File: config.mk
export PLATFORM = sky130hd
export DESIGN_NAME = countdown_task_sequencer
export DESIGN_NICKNAME = d
export VERILOG_FILES = /design/src/hdl/ctseq_pkg.sv /design/src/hdl/ctseq_ram.sv /design/src/hdl/ctseq_ctrl.sv /design/src/hdl/ctseq_dp.sv /design/src/hdl/countdown_task_sequencer.sv
export SDC_FILE = /design/constraint.sdc
export NUM_CORES = 2
export LEC_CHECK = 0
export ABC_AREA = 0
export BUFFER_PORTS_ARGS = -buffer_cell sky130_fd_sc_hd__buf_4
export CAP_MARGIN = 20
export CORE_MARGIN = 2
export CORE_UTILIZATION = 43
export CTS_CLUSTER_SIZE = 28
export DETAILED_ROUTE_END_ITERATION = 7
export SETUP_SLACK_MARGIN = 0.05
export SYNTH_ARGS = -nofsm -noshare
export SYNTH_HDL_FRONTEND = slang
export SYNTH_SLANG_ARGS = --single-unit
File: constraint.sdc
create_clock -name clk -period 11.2 [get_ports clk]
set_clock_uncertainty 0.15 [all_clocks]
set_input_delay 2.24 -clock clk [delete_from_list [all_inputs] [get_ports clk]]
set_output_delay 2.24 -clock clk [all_outputs]
set_load 0.02 [all_outputs]
File: src/hdl/ctseq_pkg.sv
// ----------------------------------------------------------------------------
// ctseq_pkg
// Shared sizes, codes and the controller command type for the countdown
// task sequencer.
// ----------------------------------------------------------------------------
package ctseq_pkg;

    // Table size, including the fixed init entry at index 0.
    localparam int MAX_TASKS = 16;
    localparam int IDX_W     = $clog2(MAX_TASKS);
    localparam int CNT_W     = $clog2(MAX_TASKS + 1);

    localparam int TIME_W    = 32;
    localparam int DUR_W     = 16;

    // One table entry in memory: {action, duration, start}.
    localparam int ENTRY_W   = 1 + DUR_W + TIME_W;

    // Item modes.
    localparam logic [2:0] MODE_ADD   = 3'd0;
    localparam logic [2:0] MODE_START = 3'd1;
    localparam logic [2:0] MODE_RESET = 3'd2;
    localparam logic [2:0] MODE_SET   = 3'd3;
    localparam logic [2:0] MODE_TICK  = 3'd4;

    // Add result codes.
    localparam logic [1:0] ERR_OK    = 2'd0;
    localparam logic [1:0] ERR_ORDER = 2'd1;
    localparam logic [1:0] ERR_FULL  = 2'd2;

    // Sequencer states.
    localparam logic [1:0] RS_NOT_RUN = 2'd0;
    localparam logic [1:0] RS_RUNNING = 2'd1;
    localparam logic [1:0] RS_HOLD    = 2'd2;
    localparam logic [1:0] RS_DONE    = 2'd3;

    // Commands from the controller to the datapath.
    typedef struct packed {
        logic capture;  // take the input word and start the table read
        logic commit;   // update the sequencer state and load the result
    } ctseq_cmd_t;

endpackage

File: src/hdl/ctseq_ram.sv
// ----------------------------------------------------------------------------
// ctseq_ram
// Generic single-write, single-read memory with a registered read port.
// ----------------------------------------------------------------------------
module ctseq_ram #(
    parameter int WIDTH = 8,
    parameter int DEPTH = 16
) (
    input  logic                     clk,
    input  logic                     wr_en,
    input  logic [$clog2(DEPTH)-1:0] wr_addr,
    input  logic [WIDTH-1:0]         wr_data,
    input  logic                     rd_en,
    input  logic [$clog2(DEPTH)-1:0] rd_addr,
    output logic [WIDTH-1:0]         rd_data
);

    logic [WIDTH-1:0] mem_reg [DEPTH];

    always_ff @(posedge clk)
    begin
        if (wr_en)
        begin
            mem_reg[wr_addr] <= wr_data;
        end
        if (rd_en)
        begin
            rd_data <= mem_reg[rd_addr];
        end
    end

endmodule

File: src/hdl/ctseq_ctrl.sv
// ----------------------------------------------------------------------------
// ctseq_ctrl
// Controller: sequences each word through capture and commit, and owns the
// output valid flag.
// ----------------------------------------------------------------------------
module ctseq_ctrl
    import ctseq_pkg::*;
(
    input  logic       clk,
    input  logic       rst_n,
    input  logic       in_valid,
    output logic       in_stall,
    output logic       out_valid,
    input  logic       out_stall,
    output ctseq_cmd_t cmd
);

    localparam logic ST_IDLE = 1'b0;
    localparam logic ST_EXEC = 1'b1;

    logic state_reg;
    logic state_next;
    logic out_valid_reg;
    logic out_valid_next;
    logic slot_free;

    // The result slot can be loaded when it is empty or being taken now.
    assign slot_free = !out_valid_reg || !out_stall;

    always_comb
    begin
        state_next     = state_reg;
        out_valid_next = out_valid_reg && out_stall;
        cmd.capture    = 1'b0;
        cmd.commit     = 1'b0;
        case (state_reg)
            ST_IDLE:
            begin
                if (in_valid)
                begin
                    cmd.capture = 1'b1;
                    state_next  = ST_EXEC;
                end
            end
            ST_EXEC:
            begin
                if (slot_free)
                begin
                    cmd.commit     = 1'b1;
                    out_valid_next = 1'b1;
                    state_next     = ST_IDLE;
                end
            end
            default:
            begin
                state_next = ST_IDLE;
            end
        endcase
    end

    always_ff @(posedge clk or negedge rst_n)
    begin
        if (!rst_n)
        begin
            state_reg     <= ST_IDLE;
            out_valid_reg <= 1'b0;
        end
        else
        begin
            state_reg     <= state_next;
            out_valid_reg <= out_valid_next;
        end
    end

    assign in_stall  = (state_reg != ST_IDLE);
    assign out_valid = out_valid_reg;

endmodule

File: src/hdl/ctseq_dp.sv
// ----------------------------------------------------------------------------
// ctseq_dp
// Datapath: task table, sequencer state, countdown arithmetic and the
// result register.
// ----------------------------------------------------------------------------
module ctseq_dp
    import ctseq_pkg::*;
(
    input  logic                     clk,
    input  logic                     rst_n,
    input  ctseq_cmd_t               cmd,
    input  logic                     cfg_we,
    input  logic signed [TIME_W-1:0] cfg_data,
    input  logic [2:0]               mode,
    input  logic [TIME_W-1:0]        now_ms,
    input  logic signed [TIME_W-1:0] task_start,
    input  logic [DUR_W-1:0]         task_duration,
    input  logic                     has_action,
    input  logic [1:0]               new_state,
    output logic [1:0]               error_code,
    output logic                     already_running,
    output logic                     fire,
    output logic [IDX_W-1:0]         fire_index,
    output logic                     done_now,
    output logic [1:0]               run_state
);

    // Control state.
    logic [TIME_W-1:0] cfg_reg;
    logic [CNT_W-1:0]  count_reg,  count_next;
    logic [IDX_W-1:0]  cur_reg,    cur_next;
    logic [1:0]        seq_reg,    seq_next;
    logic [TIME_W-1:0] stamp_reg,  stamp_next;

    // Captured word.
    logic [2:0]        mode_reg;
    logic [TIME_W-1:0] now_reg;
    logic [TIME_W-1:0] tstart_reg;
    logic [DUR_W-1:0]  tdur_reg;
    logic              tact_reg;
    logic [1:0]        nstate_reg;
    logic [TIME_W-1:0] cd_reg;
    logic [IDX_W-1:0]  idx_reg;

    // Result register.
    logic [1:0]        err_reg,   err_next;
    logic              already_reg, already_next;
    logic              fire_reg,  fire_next;
    logic [IDX_W-1:0]  fidx_reg,  fidx_next;
    logic              done_reg,  done_next;

    // Table memory.
    logic [IDX_W-1:0]   rd_addr;
    logic [ENTRY_W-1:0] rd_data;
    logic               wr_en;
    logic [ENTRY_W-1:0] wr_data;

    // Decoded entry.
    logic [TIME_W-1:0] ent_start;
    logic [DUR_W-1:0]  ent_len;
    logic              ent_act;
    logic [TIME_W-1:0] diff;
    logic              diff_pos;
    logic              diff_ge_len;
    logic [CNT_W-1:0]  count_m1;
    logic [CNT_W-1:0]  cur_ext;

    assign count_m1 = count_reg - CNT_W'(1);
    assign cur_ext  = CNT_W'(cur_reg);
    assign rd_addr  = (mode == MODE_ADD) ? count_m1[IDX_W-1:0] : cur_reg;

    ctseq_ram #(
        .WIDTH (ENTRY_W),
        .DEPTH (MAX_TASKS)
    ) u_table (
        .clk     (clk),
        .wr_en   (wr_en),
        .wr_addr (count_reg[IDX_W-1:0]),
        .wr_data (wr_data),
        .rd_en   (cmd.capture),
        .rd_addr (rd_addr),
        .rd_data (rd_data)
    );

    assign wr_data = {tact_reg, tdur_reg, tstart_reg};

    // Entry 0 is the init task: start from the register, no duration, always
    // has an action.
    always_comb
    begin
        if (idx_reg == '0)
        begin
            ent_start = cfg_reg;
            ent_len   = '0;
            ent_act   = 1'b1;
        end
        else
        begin
            ent_start = rd_data[TIME_W-1:0];
            ent_len   = rd_data[TIME_W+DUR_W-1:TIME_W];
            ent_act   = rd_data[ENTRY_W-1];
        end
    end

    assign diff        = cd_reg - ent_start;
    assign diff_pos    = !diff[TIME_W-1] && (diff != '0);
    assign diff_ge_len = !diff[TIME_W-1] && (diff >= TIME_W'(ent_len));

    always_comb
    begin
        count_next   = count_reg;
        cur_next     = cur_reg;
        seq_next     = seq_reg;
        stamp_next   = stamp_reg;
        err_next     = ERR_OK;
        already_next = 1'b0;
        fire_next    = 1'b0;
        fidx_next    = '0;
        done_next    = 1'b0;
        wr_en        = 1'b0;
        if (cmd.commit)
        begin
            case (mode_reg)
                MODE_ADD:
                begin
                    if ($signed(ent_start) >= $signed(tstart_reg))
                    begin
                        err_next = ERR_ORDER;
                    end
                    else if (count_reg >= CNT_W'(MAX_TASKS))
                    begin
                        err_next = ERR_FULL;
                    end
                    else
                    begin
                        wr_en      = 1'b1;
                        count_next = count_reg + CNT_W'(1);
                    end
                end
                MODE_START:
                begin
                    if (seq_reg == RS_NOT_RUN)
                    begin
                        seq_next   = RS_RUNNING;
                        stamp_next = now_reg;
                    end
                    else
                    begin
                        already_next = 1'b1;
                    end
                end
                MODE_RESET:
                begin
                    seq_next   = RS_NOT_RUN;
                    stamp_next = '0;
                    cur_next   = '0;
                end
                MODE_SET:
                begin
                    seq_next = nstate_reg;
                end
                MODE_TICK:
                begin
                    if (seq_reg == RS_RUNNING && cur_ext < count_reg && diff_pos)
                    begin
                        if (ent_act)
                        begin
                            fire_next = 1'b1;
                            fidx_next = cur_reg;
                        end
                        if (diff_ge_len)
                        begin
                            if (cur_ext + CNT_W'(1) >= count_reg)
                            begin
                                seq_next  = RS_DONE;
                                done_next = 1'b1;
                            end
                            else
                            begin
                                cur_next = cur_reg + IDX_W'(1);
                            end
                        end
                    end
                end
                default:
                begin
                end
            endcase
        end
    end

    always_ff @(posedge clk or negedge rst_n)
    begin
        if (!rst_n)
        begin
            cfg_reg   <= '0;
            count_reg <= CNT_W'(1);
            cur_reg   <= '0;
            seq_reg   <= RS_NOT_RUN;
            stamp_reg <= '0;
        end
        else
        begin
            if (cfg_we)
            begin
                cfg_reg <= cfg_data;
            end
            count_reg <= count_next;
            cur_reg   <= cur_next;
            seq_reg   <= seq_next;
            stamp_reg <= stamp_next;
        end
    end

    always_ff @(posedge clk)
    begin
        if (cmd.capture)
        begin
            mode_reg   <= mode;
            now_reg    <= now_ms;
            tstart_reg <= task_start;
            tdur_reg   <= task_duration;
            tact_reg   <= has_action;
            nstate_reg <= new_state;
            idx_reg    <= rd_addr;
            cd_reg     <= now_ms - stamp_reg + cfg_reg;
        end
        if (cmd.commit)
        begin
            err_reg     <= err_next;
            already_reg <= already_next;
            fire_reg    <= fire_next;
            fidx_reg    <= fidx_next;
            done_reg    <= done_next;
        end
    end

    assign error_code      = err_reg;
    assign already_running = already_reg;
    assign fire            = fire_reg;
    assign fire_index      = fidx_reg;
    assign done_now        = done_reg;
    // The state after the item is the live sequencer state while the result
    // is held, as nothing else changes it until the next word commits.
    assign run_state       = seq_reg;

endmodule

File: src/hdl/countdown_task_sequencer.sv
// ----------------------------------------------------------------------------
// countdown_task_sequencer
// Timed countdown sequencer: an ordered task table stepped by tick words.
// ----------------------------------------------------------------------------
// Usage. Input words (mode, now_ms and the task fields) arrive on the
// in_valid/in_stall channel; one result word per input leaves on the
// out_valid/out_stall channel. A word moves at a clock edge where valid is
// high and stall is low.
// The countdown_start register is written on the cfg channel, whose ready is
// always high; it should only be written while the block is idle.
// out_valid rises after acceptance: the accepting edge captures the word and
// starts the registered table read, and the commit edge, once the output
// slot is free, evaluates and loads the result. One word is handled at a
// time: the next input word is not accepted until the previous one commits.
// If the receiver stalls, the result is held steady in the output register
// and the next input word can still be captured; its commit then waits
// until the held result is taken.
// Reset clears the sequencer to not-yet-run with only the init entry in the
// table and countdown_start at zero. The table memory itself is not cleared;
// entries are only used once they have been written.
// ----------------------------------------------------------------------------
module countdown_task_sequencer
    import ctseq_pkg::*;
(
    input  logic                     clk,
    input  logic                     rst_n,
    // configuration channel
    input  logic                     cfg_valid,
    output logic                     cfg_ready,
    input  logic signed [TIME_W-1:0] cfg_data,
    // input channel
    input  logic                     in_valid,
    output logic                     in_stall,
    input  logic [2:0]               mode,
    input  logic [TIME_W-1:0]        now_ms,
    input  logic signed [TIME_W-1:0] task_start,
    input  logic [DUR_W-1:0]         task_duration,
    input  logic                     has_action,
    input  logic [1:0]               new_state,
    // output channel
    output logic                     out_valid,
    input  logic                     out_stall,
    output logic [1:0]               error_code,
    output logic                     already_running,
    output logic                     fire,
    output logic [IDX_W-1:0]         fire_index,
    output logic                     done_now,
    output logic [1:0]               run_state
);

    ctseq_cmd_t cmd;

    // The configuration register can always take a write.
    assign cfg_ready = 1'b1;

    // The controller paces each word and owns the output valid flag.
    ctseq_ctrl u_ctrl (
        .clk       (clk),
        .rst_n     (rst_n),
        .in_valid  (in_valid),
        .in_stall  (in_stall),
        .out_valid (out_valid),
        .out_stall (out_stall),
        .cmd       (cmd)
    );

    // The datapath holds the table, the sequencer state and the result word.
    ctseq_dp u_dp (
        .clk             (clk),
        .rst_n           (rst_n),
        .cmd             (cmd),
        .cfg_we          (cfg_valid && cfg_ready),
        .cfg_data        (cfg_data),
        .mode            (mode),
        .now_ms          (now_ms),
        .task_start      (task_start),
        .task_duration   (task_duration),
        .has_action      (has_action),
        .new_state       (new_state),
        .error_code      (error_code),
        .already_running (already_running),
        .fire            (fire),
        .fire_index      (fire_index),
        .done_now        (done_now),
        .run_state       (run_state)
    );

endmodule
[Word-level counts from Yosys, hierarchy flattened]
Memories as Yosys holds them, arrays and structs flattened. A register that Yosys moved wholly into a read port is not among the register bits.
Cells that the tools add are included.
Word-level totals
  register bits: 208
  input port bits: 123
  RAM bits: 784
  logic and storage cells: 107
  output and inout port bits: 14
  memories: 1
Cells by class
  $add $sub $neg: 7
  eq/ne operators: 10
  magnitude comparators: 5
  bitwise logic cells: 4
  reductions and logical operators: 25
  muxes and demuxes: 34
Memories
  u_dp.u_table.mem_reg: words 16, width 49, rd ports 1, clocked after memory_dff 1, write ports 1, line ctseq_ram.sv:18  | logic [WIDTH-1:0] mem_reg [DEPTH];
Operators by type and width (number)
  two-way mux 32 bit: 2
  one-hot mux 32 bit (2 select lines): 1
  subtractor 32 bit: 2
  adder 32 bit: 1
  >= comparator 32 x 16 -> 1 bit: 1
  >= comparator 32 bit: 1
  nonzero test 32 bit: 1
  two-way mux 1 bit: 18
  two-way mux 16 bit: 1
  two-way mux 4 bit: 4
  two-way mux 2 bit: 5
  AND reduction 3 bit: 3
  != test 2 x 1 -> 1 bit (second input constant): 4
  one-hot mux 2 bit (4 select lines): 1
  one-hot mux 4 bit (2 select lines): 1
  == test 3 x 2 -> 1 bit (second input constant): 2
  zero test 3 bit: 2
  AND reduction 6 bit: 1
  adder 4 x 1 -> 5 bit (second input constant): 1
  adder 5 x 1 -> 5 bit (second input constant): 1
  >= comparator 5 bit: 1
  >= comparator 5 bit (second input constant): 1
  logical AND 1 bit: 5
  less-than comparator 4 x 5 -> 1 bit: 1
  18 further kinds: 24

[Depth between registers and ports, before layout]
  depth in word-level cells: 8
  gate-level depth with buffers: 22
  mapped depth without buffers: 20

[Hierarchy]
A second synthesis with hierarchy kept.
Second synthesis, totals
  cells, all modules: 2687
  area total of the unflattened synthesis: 44685.4 sq um
By module, submodules not included
  ctseq_ram: times used 1, area each 30827.1 sq um, cells an instance 1268, sequential area each 25014.0 sq um
  ctseq_dp: times used 1, area each 13763.2 sq um, cells an instance 1411, sequential area each 5811.8 sq um
  ctseq_ctrl: times used 1, area each 83.8 sq um, cells an instance 6, sequential area each 50.0 sq um
  countdown_task_sequencer: times used 1, area each 11.3 sq um, cells an instance 2, sequential area each 0.0 sq um

[Worst setup path before layout]
No wires, ideal clock.
  path kind: input to register
  start point: in in_valid
  end point: reg u_dp.cd_reg[0], enable pin
  stages on the path: 1
  required time: 10.329 ns
  arrival time: 9.625 ns
  slack: 0.704 ns
  setup time: 0.721 ns
  path buffers: 0
  cell sequence: nor2b_1
On the way
  cells in the longest elaborated chain, start to end: 2
Ends and longest elaborated chain
  from (decl): line countdown_task_sequencer.sv:32  | input logic in_valid,
  two-way mux 1 bit: line ctseq_ctrl.sv:39  | if (in_valid)
  two-way mux 1 bit: line ctseq_ctrl.sv:36  | case (state_reg)
  to (signal assigned): line ctseq_dp.sv:226  | cd_reg <= now_ms - stamp_reg + cfg_reg;
  to (decl): line ctseq_dp.sv:42  | logic [TIME_W-1:0] cd_reg;
Every way passes these cells.
A chain may end at the register's enable or synchronous reset.

[Worst setup path in the final report]
  start point: reg u_dp.idx_reg[1]
  end point: mem u_dp.u_table.mem_reg[11][47] in the netlist's numbering, enable pin
On the way
  cells in the longest elaborated chain, start to end: 8
Ends and longest elaborated chain
  from (decl): line ctseq_dp.sv:43  | logic [IDX_W-1:0] idx_reg;
  from (signal assigned): line ctseq_dp.sv:225  | idx_reg <= rd_addr;
  zero test 4 bit: line ctseq_dp.sv:91  | if (idx_reg == '0)
  two-way mux 32 bit: line ctseq_dp.sv:91
  >= comparator 32 bit: line ctseq_dp.sv:126  | if ($signed(ent_start) >= $signed(tstart_reg))
  two-way mux 1 bit: line ctseq_dp.sv:126
  two-way mux 1 bit: line ctseq_dp.sv:123  | case (mode_reg)
  two-way mux 1 bit: line ctseq_dp.sv:121  | if (cmd.commit)
  two-way mux 1 bit: line ctseq_ram.sv:22  | if (wr_en)
  two-way mux 1 bit (implied by the code): line ctseq_ram.sv:24  | mem_reg[wr_addr] <= wr_data;
  to (decl): line ctseq_ram.sv:18
Every way passes these cells.

==> run metrics <==
setup bufs post-CTS 0; cts hold-fix bufs 0; CTS Sinks 1041; RR Endpoint u_dp.u_table.mem_reg[11][47]; DR vias 30020; Worst setup SP type register; adder-cell share of the synthesized area 4.794%; Pre-antenna DRT Iters 5; # resized after CTS 0; pwr/cell area 260.4 nW/µm²; wire per inst 22.35 µm; routability congestion estimate from global placement 0.8837; XOR/XNOR Fraction of Synth Area 0.9658%; gr ovfl total 0; VDD IR max 0.0002000 V; hold worst-path end u_dp.stamp_reg[0]; largest cells by area after synthesis edfxtp_1 63%, nand2_1 7.8%, dfrtp_1 4.1%; global-route wire length before repair 182.9 mm; Seq/Total Area, Yosys 66.76%; initial antenna violation count 2; r2r worst-path depth 16; setup slack, reg-to-reg 4720 ps; Crit-path slowest cell nor2_4; vias in the first global route 29400; combinational power share 35.6%; Min-Delay Startpoint u_dp.stamp_reg[0]; drt initial violations 2516; CTS buffer count 109; final count of hold timing violations 0; main combinational cell family by area after synthesis simple AND/OR/NAND/NOR gates; Post-Synthesis Cell Area 46250 µm²; M2 GR Usage 35.02%; die area 110200 µm²; fmax 154.3 MHz; setup_tns 0 ps; LEAKAGE 19.90 nW; initial core utilization 43.26%; RSZ-0062 raised after global routing no; slew margin rel. 23.96%; grt peak-use layer met2; post-synth top area share 62.59%; Seq pwr share 37.5%; area leader, netlist edfxtp_1; mux share of post-synthesis cell area 0.2678%; Largest register FFs 784; total wire length 121.1 mm; met3 Usage GRT 2.470%; Final ANT Viol Nets 0; Nets 4204; Hold Slack 341.1 ps; fillers 9487; die height 332.0 µm; crit path max fanout 63; P&R area growth vs syn 13.33%; Clock Tree Root clkbuf_16; Ports 137; asr flop ratio synth 7.397%; CTS clock-pin slew for the worst setup and hold paths 60 ps; Max clock buf depth 3; largest net degree at the start of global routing 201; sw power 4.994 mW; synth unique cells 84; flops & latches, synth 1041; simple-gate area share of the yosys netlist 14.55%; Slew Limit Fails 0; complex-gate fraction of the synthesized area 9.082%; Internal Power 8.653 mW; Final Setup Violations 0; Avg Inst Size Synth 12.06 µm²; CP cell instances or4_4 > buf_4 > a21o_1 > ha_1 > nor2b_1 > o21ai_0 > nand2b_1 > a21oi_1 > o21ai_0 > a21o_1 > o21ai_0 > and3_1 > mux2i_1 > nand2_1 > nor2_4 > buf_4; Syn. warnings 0; top_reg_cell synth edfxtp_1; top cells by count, synth 964 x edfxtp_1, 962 x nand2_1, 224 x inv_1; worst reg2reg startpoint u_dp.idx_reg[1]; met1 Use GR 30.91%; diode count 0; CTS tree yes; max-cap viol count 0; dpl hpwl 67.66 mm; DRC Markers 0; WS Path Type reg -> reg; depth of the CTS H-tree 3; Syn Nets 4117; CP required 11390 ps; Core Region 106900 µm²; Final Critical Period 6480 ps; Worst EP arrival 6670 ps; Worst-Margin Slew 1141 ps; Net Sw Frac 36.60%; Hold Crit Class reg -> reg; IO Port Bufs 135; final period utilization 57.85%; die width 332.0 µm; crit-path max cell delay 890 ps; Crit path top cell by count o21ai_0; most common cell in the netlist edfxtp_1; EDFF count, synth 964; num rows 120; status complete, no violations; Skew-Pair Late Insertion Delay 730 ps; WHS Path Cells 2; Clock power frac 26.9%; CP endpoint kind register; share of post-route cells with drive strength above 1 9.716%; via-per-instance ratio 5.542; Total GRT Usage 21.64%; cells after synthesis 3836
==> per-stage QoR <==
step | area (µm²) | cells | total power, mW | utilization, % | worst slack (ps)
floorplan | 46250 | 3836 | 8.648 | - | 704.4
global placement | 48750 | 5214 | 9.985 | 45.60 | 4514
detailed placement | 48750 | 5214 | 10.01 | 45.60 | 4454
CTS | 52390 | 5416 | 13.71 | 49.00 | 4676
global route | 52410 | 5417 | 14.46 | 49.03 | 4353
finish | 52410 | 5417 | 13.65 | 49.03 | 4720
==> cell type report <==
cell class                      instances  area [µm²]  share of cell area (%)
Sequential cell                      1041       30880                   58.91
Multi-Input combinational cell       2369       13900                   26.51
Clock buffer                          135        2855                   5.448
Tap cell                             1403        1755                   3.349
Timing Repair Buffer                  177        1386                   2.645
Inverter                              225       859.6                   1.640
Clock inverter                         67       783.3                   1.494
==> worst max-delay path by stage <==
stage | from | to | slack [ps] | cells after the start
after detailed placement | now_ms[13] | u_dp.cd_reg[30] | 4450 | 16
after floorplan | in_valid | u_dp.cd_reg[0] | 700 | 1
after CTS | u_dp.idx_reg[1] | u_dp.u_table.mem_reg[11][37] | 4680 | 16
final | u_dp.idx_reg[1] | u_dp.u_table.mem_reg[11][47] | 4720 | 16
after global routing | u_dp.idx_reg[1] | u_dp.u_table.mem_reg[11][37] | 4350 | 16
after global placement | now_ms[13] | u_dp.cd_reg[30] | 4510 | 16
==> per-layer routing <==
metal / vias to the layer above / share of wire (%)
met5: - / 0
met4: 0 / 2.5
met3: 169 / 5.6
met2: 887 / 47
met1: 14910 / 45
li1: 14050 / -
==> cells by family (layout without fill, tap and decap cells) <==
group                    Yosys count  after routing
AND/OR/NAND/NOR                 1549           1549
flip-flops                      1041           1041
AO/OA/AOI/OAI                    598            598
buffers and inverters            426            604
adder cells (fa/ha/maj)          158            158
XOR/XNOR                          51             51
multiplexers                      12             12
other                              1              1
==> layout by cell type (no fill, tap or decap), types with 109 or more instances in the layout <==
cell,count
nand3_1,221
and3_1,111
inv_1,223
buf_4,173
ha_1,126
clkbuf_16,109
edfxtp_1,964
a21oi_1,123
nand2_1,962
a311oi_1,148
==> worst max-delay path, delay by kind of cell (launching register included) <==
family                     cells  cell delay (ps)
muxes                          1              670
and+or+nand+nor                6             2500
buffers and inverters          2              930
AOI/OAI and AO/OA              6             1090
DFF                            1              350
adders and majority gates      1              290
==> power groups by stage <==
stage	Sequential [mW]	Clock [mW]	Combinational [mW]
finish	5.11	3.67	4.86
detailed placement	5.18	0	4.82
floorplan	5.07	0	3.58
global placement	5.18	0	4.80
global route	5.15	3.88	5.42
CTS	5.11	3.74	4.86
Power figures use the tool's default switching activity.
